File: config.mk
export PLATFORM = sky130hd
export DESIGN_NAME = dgc_decide
export DESIGN_NICKNAME = d
export VERILOG_FILES = /design/src/rtl/core/dgc_pkg.sv /design/src/rtl/core/dgc_decide.sv
export SDC_FILE = /design/constraint.sdc
export NUM_CORES = 1
export LEC_CHECK = 0
export ABC_AREA = 1
export BUFFER_PORTS_ARGS = -buffer_cell sky130_fd_sc_hd__buf_2
export CAP_MARGIN = 20
export CORE_ASPECT_RATIO = 0.8
export CORE_MARGIN = 2
export CORE_UTILIZATION = 40
export DETAILED_ROUTE_END_ITERATION = 7
export GPL_TIMING_DRIVEN = 0
export HOLD_SLACK_MARGIN = 0.02
export PLACE_DENSITY = 0.62
export RECOVER_POWER = 50
export SYNTH_ARGS = -nofsm -noshare
export SYNTH_HDL_FRONTEND = slang
export SYNTH_SLANG_ARGS = --single-unit
File: constraint.sdc
create_clock -name aclk -period 4.75 [get_ports aclk]
set_input_delay 0.95 -clock aclk [delete_from_list [all_inputs] [get_ports aclk]]
set_output_delay 0.95 -clock aclk [all_outputs]
set_load 0.005 [all_outputs]
File: src/rtl/core/dgc_pkg.sv
// Package for the diploid genotype caller: shared types, register indexes
// and register reset values. Used by every module under rtl/core; it
// depends on nothing.
package dgc_pkg;

    // Width of the log-likelihood registers in signed fixed point.
    localparam int LOG_BITS   = 24;
    // Width of the coverage limit register.
    localparam int LIMIT_BITS = 8;
    // Configuration port widths.
    localparam int CFG_DATA_BITS  = 24;
    localparam int CFG_INDEX_BITS = 3;

    // Configuration register indexes.
    localparam logic [CFG_INDEX_BITS-1:0] REG_LOG_ERROR_THIRD      = 3'd0;
    localparam logic [CFG_INDEX_BITS-1:0] REG_LOG_NO_ERROR         = 3'd1;
    localparam logic [CFG_INDEX_BITS-1:0] REG_LOG_HALF_MINUS_ERROR = 3'd2;
    localparam logic [CFG_INDEX_BITS-1:0] REG_LOG_HETERO_PRIOR     = 3'd3;
    localparam logic [CFG_INDEX_BITS-1:0] REG_COVERAGE_LIMIT       = 3'd4;

    // Reset values, scaled for 16 fractional bits.
    localparam logic signed [LOG_BITS-1:0] RST_LOG_ERROR_THIRD      = -24'sd373801;
    localparam logic signed [LOG_BITS-1:0] RST_LOG_NO_ERROR         = -24'sd659;
    localparam logic signed [LOG_BITS-1:0] RST_LOG_HALF_MINUS_ERROR = -24'sd45864;
    localparam logic signed [LOG_BITS-1:0] RST_LOG_HETERO_PRIOR     = -24'sd452706;
    localparam logic [LIMIT_BITS-1:0]      RST_COVERAGE_LIMIT       = 8'd9;

    typedef logic [1:0] base_t;
    typedef logic signed [LOG_BITS-1:0] log_t;

    // One genotype call.
    typedef struct packed {
        logic  called;
        base_t first_allele;
        base_t second_allele;
    } call_t;

    // Decision flags carried from the likelihood stage to the decision stage.
    typedef struct packed {
        logic  cov_zero;
        logic  cov_low;
        logic  top_eq_second;
        logic  second_eq_third;
        call_t low_call;
        base_t top_base;
        base_t second_base;
    } call_flags_t;

endpackage

File: src/rtl/core/dgc_decide.sv
// Decision stage of the genotype caller: sums and compares the two
// log-likelihoods and selects the final call into the result register.
// Depends on dgc_pkg.
module dgc_decide #(
    parameter int COUNT_BITS = 16
) (
    input  logic                                      aclk,
    input  logic                                      enable,
    input  logic signed [COUNT_BITS+2+dgc_pkg::LOG_BITS:0] homo_match,
    input  logic signed [COUNT_BITS+2+dgc_pkg::LOG_BITS:0] homo_error,
    input  logic signed [COUNT_BITS+2+dgc_pkg::LOG_BITS:0] het_match,
    input  logic signed [COUNT_BITS+2+dgc_pkg::LOG_BITS:0] het_error,
    input  dgc_pkg::log_t                             log_hetero_prior,
    input  dgc_pkg::call_flags_t                      flags,
    output dgc_pkg::call_t                            call_reg
);

    localparam int PROD_BITS = COUNT_BITS + 3 + dgc_pkg::LOG_BITS;
    localparam int SUM_BITS  = PROD_BITS + 2;

    logic signed [SUM_BITS-1:0] homo_sum;
    logic signed [SUM_BITS-1:0] het_sum;
    dgc_pkg::call_t             call_next;

    // Exact sums; the width leaves room for every carry.
    assign homo_sum = SUM_BITS'(homo_match) + SUM_BITS'(homo_error);
    assign het_sum  = SUM_BITS'(het_match) + SUM_BITS'(het_error)
                    + SUM_BITS'(log_hetero_prior);

    // Final selection: zero coverage, then the low-coverage rule, then likelihoods.
    always_comb begin
        call_next = '0;
        priority if (flags.cov_zero) begin
            call_next = '0;
        end else if (flags.cov_low) begin
            call_next = flags.low_call;
        end else if (homo_sum > het_sum) begin
            if (!flags.top_eq_second) begin
                call_next.called        = 1'b1;
                call_next.first_allele  = flags.top_base;
                call_next.second_allele = flags.top_base;
            end
        end else if (homo_sum < het_sum) begin
            if (!flags.second_eq_third) begin
                call_next.called        = 1'b1;
                call_next.first_allele  = flags.top_base;
                call_next.second_allele = flags.second_base;
            end
        end else begin
            call_next = '0;
        end
    end

    // Result register; payload only.
    always_ff @(posedge aclk) begin
        if (enable) begin
            call_reg <= call_next;
        end
    end

endmodule

## Word-level counts from Yosys, hierarchy flattened

Cells that the tools add are included.
Widths: inputs -> output; s select.

| storage, ports and cells | value |
|---|---|
| memories kept | 0 |
| bits in latches | 0 |
| bits in writable memories | 0 |
| flip-flop bits (word level) | 5 |
| memory bits (read-only) | 0 |
| output and inout port bits | 5 |

| cells by class | value |
|---|---|
| shifts and indexed selects | 0 |
| muxes and demuxes | 5 |
| order comparisons | 2 |
| bitwise gates (word level) | 0 |
| div/mod/pow operators | 0 |
| reductions and logical operators | 0 |
| eq/ne operators | 0 |
| $mul | 0 |
| add/sub/neg operators | 3 |

Operator list:

| kind | count |
|---|---|
| $add 43x43->44 | 2 |
| $add 44x24->45 | 1 |
| $gt 44x45->1 | 1 |
| $lt 44x45->1 | 1 |
| $mux 5 | 5 |

## Depth between registers and ports, before layout

| logic depth | value |
|---|---|
| depth after elaboration | 6 |
| gate-level depth with buffers | 31 |
| mapped depth without buffers | 31 |

## Worst setup path after synthesis

OpenSTA, ideal clock, no wires.

| timing path | value |
|---|---|
| path type | input to register |
| start | input het_match[1] (netlist bit) |
| end | register call_reg[2] (netlist bit) (data pin) |
| cell stages on the path | 26 |
| data arrival time | 4.201 ns |
| setup time | 0.249 ns |
| path buffers | 0 |
| path slack | 0.299 ns |
| cell sequence | fa_1 > ha_1 > fa_1 > nand3_1 > nand2_1 > nand3_1 > nand2_2 > nand2_1 > nand2_2 > a21oi_1 > o21ai_1 > xnor2_1 > ha_1 > nand2_1 > nor2_1 > inv_1 > nor2_1 > nand2_1 > nor2_1 > nand2_1 > nand4_2 > nand2_4 > nand3_2 > nand3_1 > nand2_1 > inv_1 |

| on the way | value |
|---|---|
| longest elaborated chain between the ends | 6 |
| elaborated cells between the ends (all ways) | 7 |

Ends and longest elaborated chain:

| element | RTL line | text |
|---|---|---|
| start, declared | dgc_decide.sv:11 | `input logic signed [COUNT_BITS+2+dgc_pkg::LOG_BITS:0] het_match,` |
| $add 43x43->44 (*) | dgc_decide.sv:27 | `assign het_sum = SUM_BITS'(het_match) + SUM_BITS'(het_error)` |
| $add 44x24->45 (*) | dgc_decide.sv:28 | `+ SUM_BITS'(log_hetero_prior);` |
| $lt 44x45->1 | dgc_decide.sv:43 | `end else if (homo_sum < het_sum) begin` |
| $mux 5 | dgc_decide.sv:43 |  |
| $mux 5 (*) | dgc_decide.sv:37 | `end else if (homo_sum > het_sum) begin` |
| $mux 5 (*) | dgc_decide.sv:35 | `end else if (flags.cov_low) begin` |
| end signal, assigned | dgc_decide.sv:57 | `call_reg <= call_next;` |
| end, declared | dgc_decide.sv:15 | `output dgc_pkg::call_t call_reg` |

Mark *: on every way between the ends. The rest lies on a longest branch, timed or not.
A chain may end at the register's enable or synchronous reset.

## Worst setup path in the final report

| timing path | value |
|---|---|
| start | input het_match[14] (netlist bit) |
| end | register call_reg[4] (netlist bit) (data pin) |

Same word-level chain as after synthesis.

==> results.cfg <==
[yosys]
synth_seq_area_share_pct = 1.83
yosysMostFrequentCell = nand2_1
avgSynthCellArea_um2 = 6.27
synthArstFlopShare_pct = 0
synth_edf_count = 5
synth.cell_area_um2 = 8210
synth_largest_area_cell = ha_1
synth_top_cell_area_share_pct = 20.0
post_synth_num_cell_types = 43
syn_inst = 1309
synthesis.nets = 1696
ys_seq_elements = 5
ys_top_cells_by_area = ha_1 (20%), nand2_1 (13%), fa_1 (11%), inv_1 (8.2%), nor2_1 (8.0%)
synth_warnings = 0
synth_commonest_cells = nand2_1 (274), inv_1 (179), nor2_1 (175)
synth_ff_type = edfxtp_1

[flow_run]
maxCapViolCount = 0

[power_and_ir_drop]
ir_drop_v = 0.000179
p_leak_uw = 0.00513
p_per_area_nw_per_um2 = 273

[finish]
area_growth_pct = 33.5
final_layout_size_suffix_gt1_share_pct = 27.8
largest_reg_flops = 5
fill_cells = 2059
n_antenna_cell = 0
fin_nets = 1943
design_area_um2 = 11000

[status]
outcome = complete, no violations

[die]
ios = 216
dieHeight_um = 132
coreArea_um2 = 20000
die_x_um = 164
die-area_um2 = 21700
start_util_pct = 41.1
rows = 46

[sta]
hold_viol = 0
hold_ws_ps = 1090
period_needed_ps = 4680
tns_ps = 0
fmax_mhz = 214
max_slew_margin_pct = 63.1
setup_viol_count_final = 0
maxSlewViolCount = 0
fin_crit_sh_pct = 98.5
worst_pin_slew_ps = 548

[min_path]
min_from = enable
worstHoldEndpoint = call_reg[0]
worstHoldPathCells = 1
min_path_type = primary input to register

[global_route]
grt_pass1_wl_um = 43000
grt_usage_pct = 24.5
grt-ovfl-total = 0
grt_pass1_vias = 8576
antenna_found_initial = 0
grt_max_degree = 21

[detailed_routing]
wl_per_cell_um = 15.7
first_iter_violations = 896
postRouteAntennaNets = 0
wl_um = 28600
num_vias = 9538
drcViolationCount = 0
first_pass_iters = 5
drt-vias-per-instance = 5.24

[critical_path]
timing.critical_path.required_ps = 4730
worst-path-max-fanout = 6
crit_chain = buf_2 > fa_1 > ha_4 > nand2_1 > nor2_1 > inv_1 > nor3_1 > nand4_1 > nand3_1 > xor2_1 > ha_1 > nand4_4 > inv_1 > nand2_1 > nand2_1 > a21oi_4 > buf_6 > nand4_4 > nand3b_1 > nand3_2 > nand2_1 > inv_1
arrival_ps = 4660
critical_path.endpoint_type = register
critical_path_class = primary input to register
startpoint_type = primary input
cpPeakStageDelay_ps = 520
slowest_stage = fa_1
path_common_cell = nand2_1

[placement]
dp_hpwl_um = 24600
place_congestion = 1.02
placed_area_um2 = 9610
io_buffers = 215

[clock_tree]
cts_hold_buffers = 0
clock_path_buffers = 2
cts_made_buffers = 3
cts_tree = yes
path_clk_slew_ps = 30
root_buffer = clkbuf_16
htree_num_levels = 1
cts.sinks = 5
==> power by group <==
group          total [uW]  internal [uW]  switching (uW)
logic                2790           1140            1650
registers            58.8           57.2            1.61
clock network         139            111            27.4
==> metrics by stage <==
step,setup WS (ps),util [%],power [uW],instances
after floorplan,299,-,1680,1309
after global placement,-726,48.1,2280,1788
after detailed placement,-732,48.1,2300,1788
after CTS,4.84,49.3,2530,1796
after global routing,-149,54.8,3310,1819
final,69.0,54.8,2990,1819
==> kinds of logic after synthesis <==
| kind of cell | after synthesis | synth area share (%) |
|---|---|---|
| xor gates and xnor gates | 78 | 8.33 |
| adders and majority gates | 176 | 31.0 |
| DFF | 5 | 1.83 |
| buffers and inverters | 187 | 8.55 |
| and+or+nand+nor | 586 | 30.7 |
| AOI/OAI and AO/OA | 277 | 19.7 |
==> how the worst max path moves through the flow <==
stage / from / endpoint / slack, ps / depth (start not counted)
3_5_place_dp: log_hetero_prior[23] / call_reg[4] / -730 / 22
5_1_grt: log_hetero_prior[23] / call_reg[4] / -150 / 24
3_3_place_gp: log_hetero_prior[23] / call_reg[2] / -730 / 24
6_report: het_match[14] / call_reg[4] / 70 / 22
2_1_floorplan: het_match[1] / call_reg[2] / 300 / 26
4_1_cts: log_hetero_prior[23] / call_reg[4] / 5 / 23
==> critical path, delay by kind of cell <==
kind,cells,cell delay (ps)
AO/OA/AOI/OAI,1,180
XOR/XNOR,1,200
adder cells (fa/ha/maj),3,1120
buffers and inverters,5,440
AND/OR/NAND/NOR,12,1780
==> cells in the final DEF (no fill, tap or decap), types with 15 or more instances in the layout <==
cell,count
ha_1,92
buf_2,211
inv_2,15
nand2_2,23
fa_1,40
nand2_1,252
buf_4,26
a21oi_1,102
ha_4,35
xor2_1,44
a21oi_2,17
o21ai_1,15
a21o_1,19
a31oi_1,20
nand3_2,19
nor2_1,155
inv_1,171
nand3_1,47
xnor2_1,31
o21ai_0,52
nor2_2,21
==> layout make-up <==
cell class              instances  area, um2  area share, %
well taps                     264        330           3.02
repair buffers                242       1310           11.9
flip-flops and latches          5        150           1.37
inverters                     187        702           6.41
multi-input cells            1117       8380           76.5
clock buffers                   4       78.8          0.720
==> repair_timing <==
action                                  in CTS  in global routing
pin swaps                                    9                 89
endpoints found under the setup margin       5                  5
resized for setup                           27                184
setup buffers                                4                 23
==> metal layers <==
layer  vias to the layer above  track usage [%]  wire [um]  share of wire (%)
met5                         -                0          0                  0
met4                         0             1.85        217               0.76
met3                        16             1.07       2150                7.5
met2                       358             35.3      11700                 41
met1                      4294             40.9      14500                 51
li1                       4870                -          -                  -
Power figures use the tool's default switching activity.
