==> config.mk <==
export PLATFORM = sky130hd
export DESIGN_NAME = dgc_sort
export DESIGN_NICKNAME = d
export VERILOG_FILES = /design/src/rtl/core/dgc_pkg.sv /design/src/rtl/core/dgc_sort.sv
export SDC_FILE = /design/constraint.sdc
export NUM_CORES = 1
export LEC_CHECK = 0
export BUFFER_PORTS_ARGS = -buffer_cell sky130_fd_sc_hd__buf_2
export CORE_UTILIZATION = 40
export CTS_CLUSTER_DIAMETER = 50
export DETAILED_ROUTE_END_ITERATION = 7
export GPL_ROUTABILITY_DRIVEN = 1
export SYNTH_ARGS = -nofsm -noshare
export SYNTH_HDL_FRONTEND = slang
export SYNTH_SLANG_ARGS = --single-unit
==> constraint.sdc <==
create_clock -name aclk -period 11.2 [get_ports aclk]
set_input_delay 0.56 -clock aclk [delete_from_list [all_inputs] [get_ports aclk]]
set_output_delay 0.56 -clock aclk [all_outputs]
set_load 0.005 [all_outputs]
==> src/rtl/core/dgc_pkg.sv <==
// Package for the diploid genotype caller: shared types, register indexes
// and register reset values. Used by every module under rtl/core; it
// depends on nothing.
package dgc_pkg;

    // Width of the log-likelihood registers in signed fixed point.
    localparam int LOG_BITS   = 24;
    // Width of the coverage limit register.
    localparam int LIMIT_BITS = 8;
    // Configuration port widths.
    localparam int CFG_DATA_BITS  = 24;
    localparam int CFG_INDEX_BITS = 3;

    // Configuration register indexes.
    localparam logic [CFG_INDEX_BITS-1:0] REG_LOG_ERROR_THIRD      = 3'd0;
    localparam logic [CFG_INDEX_BITS-1:0] REG_LOG_NO_ERROR         = 3'd1;
    localparam logic [CFG_INDEX_BITS-1:0] REG_LOG_HALF_MINUS_ERROR = 3'd2;
    localparam logic [CFG_INDEX_BITS-1:0] REG_LOG_HETERO_PRIOR     = 3'd3;
    localparam logic [CFG_INDEX_BITS-1:0] REG_COVERAGE_LIMIT       = 3'd4;

    // Reset values, scaled for 16 fractional bits.
    localparam logic signed [LOG_BITS-1:0] RST_LOG_ERROR_THIRD      = -24'sd373801;
    localparam logic signed [LOG_BITS-1:0] RST_LOG_NO_ERROR         = -24'sd659;
    localparam logic signed [LOG_BITS-1:0] RST_LOG_HALF_MINUS_ERROR = -24'sd45864;
    localparam logic signed [LOG_BITS-1:0] RST_LOG_HETERO_PRIOR     = -24'sd452706;
    localparam logic [LIMIT_BITS-1:0]      RST_COVERAGE_LIMIT       = 8'd9;

    typedef logic [1:0] base_t;
    typedef logic signed [LOG_BITS-1:0] log_t;

    // One genotype call.
    typedef struct packed {
        logic  called;
        base_t first_allele;
        base_t second_allele;
    } call_t;

    // Decision flags carried from the likelihood stage to the decision stage.
    typedef struct packed {
        logic  cov_zero;
        logic  cov_low;
        logic  top_eq_second;
        logic  second_eq_third;
        call_t low_call;
        base_t top_base;
        base_t second_base;
    } call_flags_t;

endpackage

==> src/rtl/core/dgc_sort.sv <==
// Sort stage of the genotype caller: orders the four base counts ascending,
// ties in base order, and sums the coverage. Registered output.
// Depends on dgc_pkg.
module dgc_sort #(
    parameter int COUNT_BITS = 16
) (
    input  logic                    aclk,
    input  logic                    enable,
    input  logic [COUNT_BITS-1:0]   count_in [4],
    input  dgc_pkg::base_t          pooled_top_in,
    input  dgc_pkg::base_t          pooled_second_in,
    output logic [COUNT_BITS-1:0]   sorted_count_reg [4],
    output dgc_pkg::base_t          sorted_base_reg [4],
    output logic [COUNT_BITS+1:0]   coverage_reg,
    output dgc_pkg::base_t          pooled_top_reg,
    output dgc_pkg::base_t          pooled_second_reg
);

    localparam int COV_BITS = COUNT_BITS + 2;

    logic [COUNT_BITS-1:0] sorted_count_next [4];
    dgc_pkg::base_t        sorted_base_next [4];
    logic [COV_BITS-1:0]   coverage_next;

    // True when the key (count, base) at a sorts after the key at b.
    function automatic logic key_after(input logic [COUNT_BITS-1:0] ca,
                                       input dgc_pkg::base_t ba,
                                       input logic [COUNT_BITS-1:0] cb,
                                       input dgc_pkg::base_t bb);
        return (ca > cb) || ((ca == cb) && (ba > bb));
    endfunction

    // Five compare-exchange steps form a complete sorting network for four keys.
    // Keys include the base, so they are unique and the order is stable.
    always_comb begin
        logic [COUNT_BITS-1:0] c [4];
        dgc_pkg::base_t        b [4];
        logic [COUNT_BITS-1:0] ct;
        dgc_pkg::base_t        bt;
        ct = '0;
        bt = '0;
        for (int i = 0; i < 4; i++) begin
            c[i] = count_in[i];
            b[i] = dgc_pkg::base_t'(i);
        end
        if (key_after(c[0], b[0], c[1], b[1])) begin
            ct = c[0]; c[0] = c[1]; c[1] = ct;
            bt = b[0]; b[0] = b[1]; b[1] = bt;
        end
        if (key_after(c[2], b[2], c[3], b[3])) begin
            ct = c[2]; c[2] = c[3]; c[3] = ct;
            bt = b[2]; b[2] = b[3]; b[3] = bt;
        end
        if (key_after(c[0], b[0], c[2], b[2])) begin
            ct = c[0]; c[0] = c[2]; c[2] = ct;
            bt = b[0]; b[0] = b[2]; b[2] = bt;
        end
        if (key_after(c[1], b[1], c[3], b[3])) begin
            ct = c[1]; c[1] = c[3]; c[3] = ct;
            bt = b[1]; b[1] = b[3]; b[3] = bt;
        end
        if (key_after(c[1], b[1], c[2], b[2])) begin
            ct = c[1]; c[1] = c[2]; c[2] = ct;
            bt = b[1]; b[1] = b[2]; b[2] = bt;
        end
        for (int i = 0; i < 4; i++) begin
            sorted_count_next[i] = c[i];
            sorted_base_next[i]  = b[i];
        end
    end

    // Total coverage over the four bases.
    assign coverage_next = COV_BITS'(count_in[0]) + COV_BITS'(count_in[1])
                         + COV_BITS'(count_in[2]) + COV_BITS'(count_in[3]);

    // Stage register; payload only, no reset needed.
    always_ff @(posedge aclk) begin
        if (enable) begin
            sorted_count_reg  <= sorted_count_next;
            sorted_base_reg   <= sorted_base_next;
            coverage_reg      <= coverage_next;
            pooled_top_reg    <= pooled_top_in;
            pooled_second_reg <= pooled_second_in;
        end
    end

endmodule

## Yosys cells after proc, flatten, opt, wreduce, memory -nomap -nowiden

Index checks and enable logic that the tools add are counted.

- Flip-flop bits (word level): 94
- Output and inout port bits: 94
- Logic and storage cells: 45

- $add $sub $neg: 3
- Order comparisons: 8
- Eq/ne operators: 3
- Multiplexer cells: 14
- Reduce and logical (&&, ||, !) cells: 6

Operators by type and width:

| cell | number |
|---|---|
| 32-bit 2-to-1 mux | 3 |
| 16-bit greater-than comparator | 5 |
| 16-bit 2-to-1 mux | 4 |
| 16-bit equality test | 3 |
| 17-bit by 16-bit adder with 18-bit output | 1 |
| 18-bit by 16-bit adder with 18-bit output | 1 |
| 16-bit by 16-bit adder with 17-bit output | 1 |
| 2-bit 2-to-1 mux | 4 |
| 3-bit 2-to-1 mux | 2 |
| 2-bit greater-than comparator | 2 |
| 4-bit 2-to-1 mux | 1 |
| 1-bit logical AND | 3 |
| 1-bit logical OR | 3 |
| 1-bit by 2-bit greater-than comparator with 1-bit output | 1 |

## Logic depth before layout (Yosys ltp)

Gate-level depths: netlist (run 1).

- Depth in word-level cells: 10
- Mapped depth: 36

## Worst setup path after synthesis (run 1)

No wires, ideal clock.

- Path type: in2reg
- From: input count_in[13] (netlist bit)
- To: register sorted_base_reg[4] (netlist bit) (data pin)
- Library setup time: 0.282 ns
- Arrival time: 6.896 ns
- Setup slack: 4.022 ns
- Stages: 33
- Buffers on the path: 5
- Cells stage by stage: inv_1 ha_1 nand4_2 nor4_4 a21boi_4 or3_4 nand2_1 clkinv_1 clkbuf_1 nor2_1 a21oi_1 ha_1 a21o_1 a21o_1 a21oi_1 o211ai_1 a311oi_2 o31a_1 buf_6 nor2_8 buf_2 a21oi_1 ha_1 a21o_1 a21o_1 a21o_1 a21o_1 a21o_1 a221oi_1 a31o_2 clkbuf_1 clkbuf_1 a311oi_2

RTL lines:

| what | RTL line | source |
|---|---|---|
| from (decl) | dgc_sort.sv:9 | `input logic [COUNT_BITS-1:0] count_in [4],` |
| to (signal assigned) | dgc_sort.sv:80 | `sorted_base_reg <= sorted_base_next;` |
| to (decl) | dgc_sort.sv:13 | `output dgc_pkg::base_t sorted_base_reg [4],` |

==> results of run 1 <==
## critical path, delay by kind of cell
family | cells | cell delay [ns]
compound gates | 19 | 5.45
simple gates | 4 | 0.88
fa+ha+maj | 3 | 0.95
buf+inv | 4 | 1.20
## metrics by stage
| step | hold WS [ns] | utilization, % | area, sq um |
|---|---|---|---|
| 2_1_floorplan | 0.659 | - | 8740 |
| 3_3_place_gp | 0.736 | 46.0 | 9760 |
| 3_5_place_dp | 0.738 | 46.0 | 9760 |
| 4_1_cts | 0.356 | 47.4 | 10100 |
| 5_1_grt | 0.359 | 47.4 | 10100 |
| 6_report | 0.371 | 47.4 | 10100 |
## cells by family (layout without fill, tap and decap cells)
group | after synthesis | count (layout) | synth area share [%]
buf+inv | 116 | 261 | 5.83
flops | 94 | 94 | 32.3
mux | 46 | 46 | 5.35
fa+ha+maj | 128 | 128 | 21.1
xor+xnor | 14 | 14 | 1.40
compound gates | 295 | 295 | 22.4
simple gates | 202 | 202 | 11.6
## cell usage after synthesis (10+ instances only)
cell type / count
ha_1: 96
a211oi_1: 17
a21oi_1: 117
xnor2_1: 10
o21ai_1: 13
nor3_1: 21
nand2_1: 50
o21ai_0: 36
mux2i_1: 40
fa_1: 32
o211ai_1: 18
nand4_1: 13
a21o_1: 17
nand3_1: 40
clkbuf_1: 27
edfxtp_1: 94
nor2_1: 43
a311oi_1: 13
buf_2: 11
inv_1: 66
## report_power, final
group	total, uW	switching, uW	internal, uW
clock network	327	151	176
logic	1160	698	464
registers	617	32.6	585
## worst paths after layout
kind / slack, ns / endpoint / cells past startpoint
max: 2.25 / sorted_count_reg[16]$_DFFE_PP_ / 30
min: 0.37 / pooled_second_reg[0]$_DFFE_PP_ / 1
## cell type report
| cell class | count | share of cell area (%) |
|---|---|---|
| timing repair buffer | 177 | 9.17 |
| clock inverter | 7 | 0.796 |
| inverter | 68 | 2.54 |
| clock buffer | 9 | 2.24 |
| multi-input combinational | 685 | 53.8 |
| sequential | 94 | 28.0 |
| tap | 275 | 3.42 |
## layer usage
| metal | vias up | wire, microns |
|---|---|---|
| met5 | - | 0 |
| met1 | 3657 | 12100 |
| met3 | 36 | 2020 |
| met2 | 343 | 10800 |
| met4 | 0 | 548 |
| li1 | 3675 | - |
==> results.md, run 1 <==
- Status: finished, final reports clean
- Max-slew headroom at the worst pin: 35.2%
- Top Ports: about 160
- Synthesized flop and latch total: 94
- Top-area cell type share of the netlist area: around a third
- Initial Utilization: around 40%
- CP dominant cell by count: a21o_1
- Count of final setup violators: 0
- Critical Path RT: 11.31 ns
- Critical path origin: count_in[13]
- Post-synthesis sequential area ratio: about a third
- Number of synthesized flops with an enable pin: 94
- Pleak: 0.00441 uW
- # fillers: 2068
- Final-report max-slew violation count: 0
- Placer Congestion: between 0.9 and 1
- Via density: 5.86
- Mean Syn Cell Area: 9.76 sq um
- Final worst slack: ~2.3 ns
- DR vias: a little under 8000
- Num CTS Buffers: 9
- Post-route minimum period: around 9 ns
- Hold violation count in the final report: 0
- Max Cap Viol: 0
- Syn. warnings: 0
- Total die area: 0.0224 sq mm
- HP Class: in2reg
- Mapped Area: about 0.009 sq mm
- Die Ht: 150 microns
- Clock Sinks: 94
- Max reg flops: 64
- Critical path data arrival time: roughly 9.1 ns
- CTS Hold Bufs: 0
- Synth-to-layout area growth: 15.2%
- Critical path class: in2reg
- Commonest non-fill, non-tap cell in the layout: buf_2
- Final WL: 25500 microns
- First-pass GRT wire length: 39100 microns
- First-iteration detailed-routing DRC count: 753
- Critical path fanouts, max: 38
- # rows: 53
- Sequential Area: around 0.0028 sq mm
- Post-route ant nets: 0
- # port buffers: around 160
- Critical path endpoint category: register
- P per Cell Area: approximately 210 mW/mm^2
- Remaining Overflow, GRT: 0
- DRC: 0
- Largest area contributor in the netlist: edfxtp_1
- Pwr Total: 2110 uW
- Startpoint Class: input port
- Ys flop type: edfxtp_1
- Library cells used by synthesis: just over 70
- Placed cells: roughly 1300
- Unrepaired setup endpoints after global routing: no
- Syn_nets: around 1100
- DR pass1 iterations: 6
- Vias in the first global route: between 6000 and 7000
- Largest net degree at the start of global routing: 61
- Worst Hold Launch: pooled_second_in[0]
- Non-filler cells in the finished layout: between 1000 and 1500
- H-tree levels: 3
- Clock transition at the registers of the reported paths: around 0.07 ns
- Met1 GRT Util: 34.9%
- Max stage delay on crit path: 0.74 ns
- Nets: about 1200
- Commonest cells after routing, fill and taps aside: buf_2, a21oi_1, ha_1, edfxtp_1, inv_1
- CTS root buffer: clkbuf_16
- CP max-delay cell: a21oi_1
- Die Width: 150 microns
- Multi-input gate area: between 0.005 and 0.006 sq mm
- Setup TNS: 0 ns
- DR WL/cell: between 15 and 20 microns
- Diodes inserted: 0
- Syn Inst Count: just under 900
- Postcts setup bufs: 0
- Busiest layer in global routing: met1
- Synth async-reset ratio: 0%
- Max clock buf depth: 2
- Met3 usage: under 10%
- Post-DP HPWL: a little over 20000 microns
- Grt met2 use: around a third
- CTS tree: built
- Post-cts sizing count: 0
- Final worst-path cycle share: 79.9%
- VDD IR max: 96.6 uV
- Fmax: 0.112 GHz
- Synth area leaders: edfxtp_1, ha_1, fa_1
- Initial antenna violation count: 0
- GRT Total Usage: a little under a quarter
- Core Area: between 0.02 and 0.025 sq mm
- Worst Tran Pin Value: roughly 1 ns
- Pre-CTS setup slack: between 2 and 2.5 ns
- Share of cells above drive strength 1: between 20% and 30%
No activity file was read; power rests on OpenSTA's default activity.
==> run 2: changes to the inputs <==
- clock period: 11.2 -> 9.2 ns (I/O delays scaled with it)
==> run 2 against run 1 <==
  * Largest power group unchanged
  * Hold slack worse by 0.099 ns
  * Highest routed layer unchanged
  * Count of clock-buffer cells in the layout stayed put
  * Cell area is 0.29% higher
  * Clock power is 15% higher
  * Core utilization is 0.14 points higher
  * Sequential share of layout area is 0.080 points lower
  * Via count is 2.3% lower
  * Non-clock buffer count is 2 higher
==> results.md, run 2 (same netlist as run 1, synthesis figures left out) <==
- Num CTS Buffers: 9 (unchanged)
- First-pass GRT wire length: 39700 microns (+1.6%)
- Post-route minimum period: 8.08 ns
- Nets: 1235 (+0.16%)
- Max-slew headroom at the worst pin: 42.8% (+7.6 points)
- Final worst-path cycle share: about 88%
- Largest net degree at the start of global routing: 62 (+1.6%)
- Commonest non-fill, non-tap cell in the layout: buf_2
- Placer Congestion: 0.921 (-3.1%)
- Critical path fanouts, max: 39 (+2.6%)
- CP max-delay cell: a31oi_4
- CTS Hold Bufs: 0 (unchanged)
- Worst path bufs/invs: 6 (+2)
- Max clock buf depth: 2 (unchanged)
- Max Cap Viol: 0 (unchanged)
- Clock transition at the registers of the reported paths: 0.07 ns (about the same)
- # rows: 53 (unchanged)
- P per Cell Area: 252 mW/mm^2 (+20%)
- HP Class: in2reg
- Clock Sinks: 94 (unchanged)
- Flop pwr share: 29.5% (+0.2 points)
- Pleak: 0.00442 uW (+0.33%)
- Worst path depth: 30 (unchanged)
- Die Ht: 150 microns (unchanged)
- Critical path origin: count_in[47]
- Max reg flops: 64 (unchanged)
- Commonest cells after routing, fill and taps aside: buf_2, a21oi_1, ha_1, edfxtp_1, inv_1
- Critical path class: in2reg
- Top Ports: 164 (unchanged)
- DR vias: 7532 (-2.3%)
- Total die area: 0.0224 sq mm (unchanged)
- Share of cells above drive strength 1: 21.9% (+0.15 points)
- VDD IR max: 156 uV (+61%)
- Sequential Area: 0.00282 sq mm (unchanged)
- Remaining Overflow, GRT: 0 (unchanged)
- Final WL: 25300 microns (-1.0%)
- Startpoint Class: input port
- Non-filler cells in the finished layout: 1317 (+0.15%)
- Critical path data arrival time: 8.25 ns (-0.81 ns)
- Placed cells: 1301 (+0.15%)
- Core Area: 0.0212 sq mm (unchanged)
- Logic pwr share: 55.7% (+0.5 points)
- Post-route ant nets: 0 (unchanged)
- Crit-path leading delay family: compound AO/OA/AOI/OAI gates
- Max stage delay on crit path: 0.68 ns (-0.06 ns)
- Postcts setup bufs: 0 (unchanged)
- Via density: 5.72 (-2.5%)
- First-iteration detailed-routing DRC count: 598 (-21%)
- DRC: 0 (unchanged)
- Clk network pwr share: 14.8% (-0.7 points)
- GRT Total Usage: 23.3% (+0.075 points)
- CP dominant cell by count: a21o_1
- Unrepaired setup endpoints after global routing: no
- Final-report max-slew violation count: 0 (unchanged)
- Worst Tran Pin Value: 0.858 ns (-0.115 ns)
- Setup TNS: 0 ns (unchanged)
- Fmax: between 0.1 and 0.15 GHz
- Initial antenna violation count: 0 (unchanged)
- CTS root buffer: clkbuf_16
- Synth-to-layout area growth: 15.5%
- Post-DP HPWL: 20500 microns (+1.9%)
- # port buffers: 163 (unchanged)
- Vias in the first global route: 7246 (+3.6%)
- Int Pwr: 1480 uW (+21%)
- Diodes inserted: 0 (unchanged)
- DP Area: 0.00980 sq mm (+0.41%)
- CTS tree: built
- Switching share of total power: 41.8% (about the same)
- Die Width: 150 microns (unchanged)
- Initial Utilization: 41.2% (unchanged)
- Post-route cell area: 0.0101 sq mm (+0.29%)
- Critical path endpoint category: register
- DR pass1 iterations: 6 (unchanged)
- Status: finished, final reports clean
- P_sw: 1060 uW (+21%)
- DR WL/cell: 19.2 microns (-1.2%)
- Crit path capture: sorted_count_reg[46]$_DFFE_PP_
- Multi-input gate area: 0.00541 sq mm (unchanged)
- Post-cts sizing count: 0 (unchanged)
- Count of final setup violators: 0 (unchanged)
- H-tree levels: 3 (unchanged)
- # fillers: 2098 (+1.5%)
- Hold violation count in the final report: 0 (unchanged)
- Critical Path RT: 9.37 ns (-1.94 ns)
run 2: cell count changes in the layout (fill, tap and decap cells not counted):
cell	delta
bufinv_16	-1
inv_6	-1
buf_12	+2
clkinv_8	+1
inv_8	+1
run 2: worst min path at each step:
stage / from / end / slack (ns) / cells past startpoint
2_1_floorplan: pooled_second_in[0] / pooled_second_reg[0]$_DFFE_PP_ / 0.56 / 0
3_3_place_gp: pooled_second_in[0] / pooled_second_reg[0]$_DFFE_PP_ / 0.64 / 1
3_5_place_dp: pooled_second_in[0] / pooled_second_reg[0]$_DFFE_PP_ / 0.64 / 1
4_1_cts: pooled_second_in[0] / pooled_second_reg[0]$_DFFE_PP_ / 0.26 / 1
5_1_grt: pooled_second_in[0] / pooled_second_reg[0]$_DFFE_PP_ / 0.26 / 1
6_report: pooled_second_in[0] / pooled_second_reg[0]$_DFFE_PP_ / 0.27 / 1
run 2: power by group through the flow:
stage | sequential [uW] | combinational, uW | clock, uW
after CTS | 756 | 1410 | 389
final | 751 | 1420 | 377
after detailed placement | 765 | 1410 | 0
after global placement | 767 | 1390 | 0
after global routing | 767 | 1580 | 404
after floorplan | 783 | 924 | 0
run 2: layout make-up:
class | instances | area share [%]
sequential | 94 | 28.0
tap | 275 | 3.41
clock inverter | 7 | 0.682
timing repair buffer | 179 | 9.55
inverter | 68 | 2.53
multi-input combinational | 685 | 53.6
clock buffer | 9 | 2.23
run 2: through the flow:
stage	utilization [%]	hold WS (ns)	setup WS, ns	power, uW
floorplan	-	0.559	2.12	1710
global placement	46.2	0.637	0.895	2160
detailed placement	46.2	0.639	0.808	2170
CTS	47.6	0.261	1.19	2560
global route	47.6	0.261	0.543	2750
finish	47.6	0.272	1.12	2540
run 2: routing by layer:
metal  part of all wire (%)  global-route usage, %  routed length (microns)
met5                      0                      0                        0
met4                    1.4                   5.51                      350
met3                    6.7                   3.60                     1690
met2                     43                   34.6                    10800
met1                     49                   35.3                    12400
==> run 3: changes to the inputs <==
- CORE_UTILIZATION: 40 -> 56
- PLACE_DENSITY: not set -> 0.8
==> run 3 against run 2 <==
  * Sequential power about the same
  * Power shrank 0.86%
  * Global-route usage grew 6.6 points
  * Via count grew 2.9%
  * Hold slack improved by 0.0065 ns
  * Largest cell class unchanged
  * Largest power group unchanged
  * Highest routed layer unchanged
==> results.md, run 3 (same netlist as run 1, synthesis figures left out) <==
- Status: finished, final reports clean
- # port buffers: 163 (unchanged)
- Fmax: 0.120 GHz (-3.4%)
- Die Width: 127 microns (-15%)
- Pleak: 0.00441 uW (-0.25%)
- Remaining Overflow, GRT: 0 (unchanged)
- Critical Path RT: 9.35 ns (-0.02 ns)
- Max stage delay on crit path: 0.71 ns (+0.03 ns)
- Startpoint Class: input port
- First-iteration detailed-routing DRC count: 960 (+61%)
- Critical path endpoint category: register
- Setup TNS: 0 ns (unchanged)
- Synth-to-layout area growth: 14.0%
- Nets: 1234 (-0.081%)
- Count of final setup violators: 0 (unchanged)
- Critical path origin: count_in[13]
- CTS tree: built
- Vias in the first global route: 7214 (-0.44%)
- P per Cell Area: 253 mW/mm^2 (+0.45%)
- VDD IR max: 130 uV (-17%)
- Hold Crit Depth: 1 (unchanged)
- Postcts setup bufs: 0 (unchanged)
- Grt met2 use: 45.6% (+11 points)
- Final WL: 23300 microns (-7.8%)
- H-tree levels: 3 (unchanged)
- Max-slew headroom at the worst pin: 38.8% (-4.0 points)
- Top Ports: 164 (unchanged)
- DR WL/cell: 18.9 microns (-1.2%)
- Post-route cell area: 0.00996 sq mm (-1.3%)
- Core Area: 0.0152 sq mm (-28%)
- CTS root buffer: clkbuf_16
- Max Cap Viol: 0 (unchanged)
- Placer Congestion: 0.910 (-1.2%)
- Post-DP HPWL: 18500 microns (-9.9%)
- Commonest non-fill, non-tap cell in the layout: buf_2
- Clock transition at the registers of the reported paths: 0.07 ns (about the same)
- Hold violation count in the final report: 0 (unchanged)
- Post-route minimum period: 8.36 ns (+0.282 ns)
- Critical path class: in2reg
- Max clock buf depth: 2 (unchanged)
- Commonest cells after routing, fill and taps aside: buf_2, a21oi_1, ha_1, edfxtp_1, inv_1
- Diodes inserted: 0 (unchanged)
- First-pass GRT wire length: 37600 microns (-5.2%)
- P_sw: 1050 uW (-1.8%)
- Flop pwr share: 29.7% (+0.2 points)
- Share of cells above drive strength 1: 21.8% (-0.075 points)
- Die Ht: 127 microns (-15%)
- Busiest layer in global routing: met2
- Critical path data arrival time: 8.51 ns (+0.26 ns)
- Met3 usage: 4.89% (+1.3 points)
- GRT Total Usage: 29.9% (+6.6 points)
- Pwr Total: 2520 uW (-0.86%)
- Total die area: 0.0161 sq mm (-28%)
- Worst Hold Launch: pooled_second_in[0]
- # rows: 45 (-15%)
- Met1 GRT Util: 44.0% (+8.7 points)
- Largest net degree at the start of global routing: 63 (+1.6%)
- Unrepaired setup endpoints after global routing: no
- Post-route ant nets: 0 (unchanged)
- Logic pwr share: 55.8% (about the same)
- DRC: 0 (unchanged)
- Post-cts sizing count: 0 (unchanged)
- Clk network pwr share: 14.5% (-0.3 points)
- HP Class: in2reg
- Switching share of total power: 41.5% (-0.38 points)
- DR pass1 iterations: 6 (unchanged)
- DR vias: 7749 (+2.9%)
- Initial antenna violation count: 0 (unchanged)
- Max reg flops: 64 (unchanged)
- Worst Tran Pin Value: 0.918 ns (+0.0604 ns)
- Via density: 6.31 (+10%)
- Clock Sinks: 94 (unchanged)
- DP Area: 0.00967 sq mm (-1.3%)
- Final worst-path cycle share: 90.9% (+3.1 points)
- Num CTS Buffers: 9 (unchanged)
- Int Pwr: 1480 uW (-0.21%)
- Final-report max-slew violation count: 0 (unchanged)
- CP max-delay cell: a31o_2
- CTS Hold Bufs: 0 (unchanged)
- Initial Utilization: 57.5% (+16 points)
- Critical path fanouts, max: 37 (-5.1%)
[run 3: cell type report]
class | instances | area [sq um]
multi-input cells | 685 | 5410
fillers | 1238 | 5240
flip-flops and latches | 94 | 2820
repair buffers | 178 | 943
inverters | 68 | 255
well taps | 188 | 235
clock buffers | 9 | 225
clock inverters | 7 | 66.3
[run 3: worst paths after layout]
check / end / slack [ns]
setup / recovery: sorted_count_reg[47]$_DFFE_PP_ / 0.84
hold / removal: pooled_second_reg[0]$_DFFE_PP_ / 0.28
[run 3: power by group through the flow]
stage / registers [uW] / logic [uW] / clock network, uW
6_report: 749 / 1410 / 365
5_1_grt: 763 / 1560 / 391
4_1_cts: 753 / 1390 / 373
3_5_place_dp: 761 / 1380 / 0
3_3_place_gp: 759 / 1360 / 0
2_1_floorplan: 783 / 924 / 0
[run 3: through the flow]
stage | hold slack (ns) | util, % | instances | setup WS, ns
after floorplan | 0.559 | - | 895 | 2.12
after global placement | 0.638 | 63.6 | 1213 | 0.780
after detailed placement | 0.642 | 63.6 | 1213 | 0.642
after CTS | 0.268 | 65.5 | 1229 | 1.00
after global routing | 0.265 | 65.5 | 1229 | 0.238
final | 0.279 | 65.5 | 1229 | 0.842
[run 3: layer usage]
metal	share of wire [%]	wire length [microns]
met5	0	0
met4	1.9	440
met3	7.5	1740
met2	44	10200
met1	47	10900
[run 3: critical path: cells and delay by family]
family          cells  cell delay [ns]
compound gates     19             5.06
fa+ha+maj           3             0.85
buf+inv             5             1.38
simple gates        4             0.72
